`src/hw/rtl/mkr_pkg.sv`:
```
// Shared types, constants and helpers for the multipole kick with radiation.
`default_nettype none
package mkr_pkg;

  localparam int TOP_ORDER = 3;
  localparam int NUM_COEF  = TOP_ORDER + 1;
  localparam int ONE_Q28   = 1 << 28;

  localparam int CFG_IW    = 3;
  localparam int QDEPTH    = 4;
  localparam int QPW       = $clog2(QDEPTH);

  localparam int DIV_LAT   = 33;
  localparam int SQ_LAT    = 29;
  localparam int SQ_VW     = 58;
  localparam int SQ_RW     = 29;

  localparam int FR_LAT    = 2 * TOP_ORDER + 2;
  localparam int BK_LAT    = 2 * DIV_LAT + SQ_LAT + 10;

  localparam logic signed [63:0] S32_MAX = 64'sd2147483647;
  localparam logic signed [63:0] S32_MIN = -64'sd2147483648;

  typedef enum logic [CFG_IW-1:0] {
    REG_COEF0,
    REG_COEF1,
    REG_COEF2,
    REG_COEF3,
    REG_LENGTH,
    REG_RADC
  } reg_idx_t;

  typedef struct packed {
    logic signed [31:0] x;
    logic signed [31:0] px;
    logic signed [31:0] y;
    logic signed [31:0] py;
    logic signed [31:0] dl;
  } particle_t;

  typedef struct packed {
    particle_t          p;
    logic signed [31:0] re;
    logic signed [31:0] im;
    logic [31:0]        onepd;
    logic               bad;
    logic signed [63:0] bxx;
    logic signed [63:0] byy;
    logic [63:0]        opd_sq;
    logic signed [64:0] lre;
    logic signed [64:0] lim;
  } kick_t;

  typedef struct packed {
    kick_t              k;
    logic signed [31:0] xp;
    logic signed [31:0] yp;
    logic signed [63:0] aux;
    logic               bad;
  } stage_t;

  function automatic logic signed [31:0] sat32(input logic signed [63:0] v);
    if (v > S32_MAX) begin
      return S32_MAX[31:0];
    end else if (v < S32_MIN) begin
      return S32_MIN[31:0];
    end
    return v[31:0];
  endfunction

endpackage
`default_nettype wire

```
`src/hw/rtl/mkr_queue.sv`:
```
// Short queue between the front end and the back end.
`default_nettype none
module mkr_queue import mkr_pkg::*; (
  input  logic  clk,
  input  logic  rst,
  input  logic  push,
  input  kick_t wdata,
  input  logic  pop,
  output kick_t rdata,
  output logic  full,
  output logic  empty
);

  kick_t          mem [QDEPTH];
  logic [QPW-1:0] wr_ptr;
  logic [QPW-1:0] rd_ptr;
  logic [QPW:0]   count;

  assign full  = (count == (QPW+1)'(QDEPTH));
  assign empty = (count == '0);
  assign rdata = mem[rd_ptr];

  always_ff @(posedge clk) begin
    if (push) begin
      mem[wr_ptr] <= wdata;
    end
  end

  always_ff @(posedge clk) begin
    if (rst) begin
      wr_ptr <= '0;
      rd_ptr <= '0;
      count  <= '0;
    end else begin
      if (push) begin
        wr_ptr <= wr_ptr + 1'b1;
      end
      if (pop) begin
        rd_ptr <= rd_ptr + 1'b1;
      end
      if (push && !pop) begin
        count <= count + 1'b1;
      end else if (pop && !push) begin
        count <= count - 1'b1;
      end
    end
  end

  a_no_overflow: assert property (@(posedge clk) disable iff (rst) push |-> !full)
    else $error("queue written while full");
  a_no_underflow: assert property (@(posedge clk) disable iff (rst) pop |-> !empty)
    else $error("queue read while empty");
  a_count_up: assert property (@(posedge clk) disable iff (rst)
    (push && !pop) |=> (count == $past(count) + 1'b1))
    else $error("queue count lost a word");

endmodule
`default_nettype wire

```
`config.mk`:
```
export PLATFORM = sky130hd
export DESIGN_NAME = mkr_queue
export DESIGN_NICKNAME = d
export VERILOG_FILES = /design/src/hw/rtl/mkr_pkg.sv /design/src/hw/rtl/mkr_queue.sv
export SDC_FILE = /design/constraint.sdc
export NUM_CORES = 1
export LEC_CHECK = 0
export BUFFER_PORTS_ARGS = -buffer_cell sky130_fd_sc_hd__buf_2
export CAP_MARGIN = 10
export CORE_AREA = 5 5 755 383
export CTS_CLUSTER_DIAMETER = 50
export DETAILED_ROUTE_END_ITERATION = 10
export DIE_AREA = 0 0 760 388
export PLACE_DENSITY = 0.57
export REMOVE_ABC_BUFFERS = 1
export SLEW_MARGIN = 20
export SYNTH_ARGS = -nofsm -noshare
export SYNTH_HDL_FRONTEND = slang
export SYNTH_SLANG_ARGS = --single-unit
```
`constraint.sdc`:
```
create_clock -name clk -period 18.2 [get_ports clk]
set_input_delay 1.82 -clock clk [delete_from_list [all_inputs] [get_ports clk]]
set_output_delay 1.82 -clock clk [all_outputs]
set_load 0.05 [all_outputs]
```
==> parameters.txt <==
Parameter                              Value

Synthesis
  Number of warning messages in the yosys log    0
  Count of distinct cell types in the synthesized netlist    22
  Area share of fa/ha/maj cells after synthesis    less than 1%
  Multiplexer share of the synthesized area    between 10% and 20%
  Combinational family with the most area after synthesis    multiplexers
  Xor/xnor cell area share of the yosys netlist    0.0522%
  Synth async-reset ratio    0%
  Total of flip-flops plus latches after synthesis    2,325
  Share of the yosys chip area belonging to registers    a little over 80%
  EDFF count, synth    2,316
  Dominant synthesized flop cell    sky130_fd_sc_hd__edfxtp_1
  Cell count after synthesis    3,068
  Average cell area after synthesis    27.4 sq um
  Synthesized area    84,000 sq um
  Post-Synth Simple-Gate Area    0.0879%
  Post-synthesis compound-gate area fraction    0.0119%

Floorplan
  Count of boundary I/O pins    1,164
  Height of the die    388 um
  Effective utilization at floorplan    around 30%
  Die width    roughly 760 um
  Std-Cell Core Area    approximately 280,000 sq um
  Number of placement rows    138
  Area of the die    295,000 sq um

Timing
  FMAX    140 MHz
  Setup TNS    0 ps
  Transition time at the pin with the least slew margin    around 1100 ps
  Number of max-slew violations in the final report    0
  Unrepaired setup endpoints after global routing    no
  Worst slew slack as a fraction of its limit    approximately 27%
  Post-route minimum period    7150 ps
  Final Worst Setup Slack    11,050 ps
  Setup violators final    0
  Hold violation total from the final report    0
  Fin crit share    between 30 and 40%
  Post-route clock skew    approximately 70 ps

Global route
  Number of antenna violations at the first check in global routing    82
  Vias in the first global route    about 39,000
  Congestion Overflow GR    0
  Global-route wire length before repair    ~290 mm
  Maximum number of pins on one net before global-route repair    123
  Overall routing resource usage    13.4%

Worst setup path
  Cell repeated most along the worst path    sky130_fd_sc_hd__buf_4
  Critical path capture point type    output port
  Type of origin of the critical path    flop
  Worst reg2reg path startpoint    wr_ptr[0]
  Max stage delay on crit path    840 ps
  Worst path buffer plus inverter count    5
  Data arrival time of the critical path    ~5300 ps
  Worst setup slack for register-to-register paths    approximately 13,000 ps
  Slowest stage cell, crit path    sky130_fd_sc_hd__buf_4
  Type of the setup path with the least slack    flop to output port
  Capture instance of the worst register-to-register path    mem[0][333]
  Crit path max-delay family    buffers and inverters
  Worst r2r path cells    7
  Cell chain of the critical path    buf_4 > buf_4 > buf_4 > buf_4 > mux4_2 > buf_2
  CP max FO    64
  Endpoint required time on the critical path    16,380 ps

Finish
  Commonest cells after routing, fill and taps aside    sky130_fd_sc_hd__edfxtp_1, sky130_fd_sc_hd__buf_2, sky130_fd_sc_hd__mux4_2, sky130_fd_sc_hd__clkbuf_16, sky130_fd_sc_hd__clkinv_1
  Layout overhead on the synthesized area    20.2%
  Final Net Count    4,957
  Most common cell after layout, fill and taps aside    sky130_fd_sc_hd__edfxtp_1
  Fraction of final layout cells sized beyond drive strength 1    46.1%
  Number of inserted filler cells in the final layout    25,820
  Finished Layout Cells    8,342

Routing
  Post-route antenna net violation count    0
  Via count of the routed design    38,329
  Aggregate routed wire length    205 mm
  Total iterations of the first detailed-routing run    5
  Number of remaining DRC errors    0
  Routed wire per std cell    24.6 um
  Violation count after the first detailed-route iteration    2,885
  Ratio of routed vias to standard cells    4.59

Placement
  I/O Buffers    roughly 1,200
  Placed cells    7,936
  RePlAce Congestion    between 0.7 and 0.8
  Post-DP HPWL    135 mm
  Setup WS pre-CTS    11,750 ps

Power and ir drop
  Power Dens Cells    approximately 120 nW/um^2
  Leakage power    32.8 nW
  Worst supply voltage drop on vdd    ~0.084 mV

Clock tree
  Root Buffer Master    sky130_fd_sc_hd__clkbuf_16
  Clock tree buffer depth    4
  Clock sink count    2,325
  Post-CTS setup buffer count    0
  Number of resized instances in the post-cts repair step    0
  Clock-pin slew of the registers on the worst-case setup and hold paths    70 ps
  CTS tree    yes
  Number of H-tree levels    4
  Worst-Skew Late Latency    850 ps
  Number of buffers created by CTS    210
  Hold Buf Count CTS    0

Job
  # Max-Cap Violations    0

Hold path
  Worst hold path type    flop to flop
  Worst hold path endpoint    count[2]
  Hold path startpoint    count[2]
  Number of instances on the worst hold path    2

Status
  Outcome    complete, no violations
-- Yosys cell counts, drive strengths merged, types with 2 or more instances --
cell	number	area [sq um]
ha	5	62.6
inv	4	15.0
clkbuf	14	52.6
edfxtp	2316	69500
and2	4	25.0
xor2	3	26.3
buf	116	895
xnor2	2	17.5
mux2i	2	20.0
mux4	579	13000
dfxtp	9	180
nor2	7	26.3
-- sequential cells by signal, summed over array words and instances, names as in the netlist, named ones only --
signal,cells
count,3
mem,2316
rd_ptr,2
wr_ptr,2
-- stage by stage --
stage	hold slack (ps)	power [W]	area [sq um]	utilization (%)
after detailed placement	510	0.00815	94200	33.5
after global placement	491	0.00813	94200	33.5
after global routing	566	0.0128	101000	35.8
final	521	0.0124	101000	35.9
after floorplan	460	0.00796	83000	-
after CTS	521	0.0125	101000	35.8
-- worst max path at each step --
stage | start | endpoint | slack, ps | cells after the start
6_report | flop | rdata[28] | 11050 | 6
3_5_place_dp | push | mem[2][571] | 11750 | 6
4_1_cts | flop | rdata[28] | 10900 | 6
3_3_place_gp | push | mem[2][439] | 11770 | 6
2_1_floorplan | flop | rdata[0] | -9070 | 1
5_1_grt | flop | rdata[28] | 10740 | 6
-- metal layers --
metal / global-route usage [%] / wire, um / vias to the layer above
li1: - / - / 16091
met1: 18.6 / 89200 / 20671
met2: 21.3 / 97100 / 1194
met3: 3.88 / 15000 / 327
met4: 2.45 / 3640 / 46
met5: 0 / 314 / -
-- cells by family (layout without fill, tap and decap cells) --
group,Yosys count,in the layout
other,0,34
AO/OA/AOI/OAI,2,2
multiplexers,581,581
XOR/XNOR,5,5
AND/OR/NAND/NOR,15,15
buffers and inverters,134,1594
flip-flops,2325,2325
adder cells (fa/ha/maj),6,6
-- power breakdown --
group / internal (W) / total, W / switching [W]
Sequential: 0.00616 / 0.00621 / 0.0000529
Clock: 0.00243 / 0.00435 / 0.00192
Combinational: 0.000485 / 0.00179 / 0.00131
-- area by class of cell --
class | count | area (sq um) | share of cell area (%)
flip-flops and latches | 2325 | 69700 | 69.1
multi-input cells | 609 | 13300 | 13.2
repair buffers | 1218 | 6400 | 6.34
clock buffers | 252 | 5460 | 5.41
well taps | 3780 | 4730 | 4.69
clock inverters | 120 | 1220 | 1.21
diodes | 34 | 85.1 | 0.0843
inverters | 4 | 15.0 | 0.0149
-- worst register-to-register path, stage by stage, from the launching register on --
cell                      delay, ps
sky130_fd_sc_hd__dfxtp_1        350
sky130_fd_sc_hd__inv_1          100
sky130_fd_sc_hd__ha_1           150
sky130_fd_sc_hd__and2_4         570
sky130_fd_sc_hd__buf_4          800
sky130_fd_sc_hd__buf_4          810
sky130_fd_sc_hd__buf_12         580
sky130_fd_sc_hd__buf_4         1090
(Power assumes the default switching activity.)
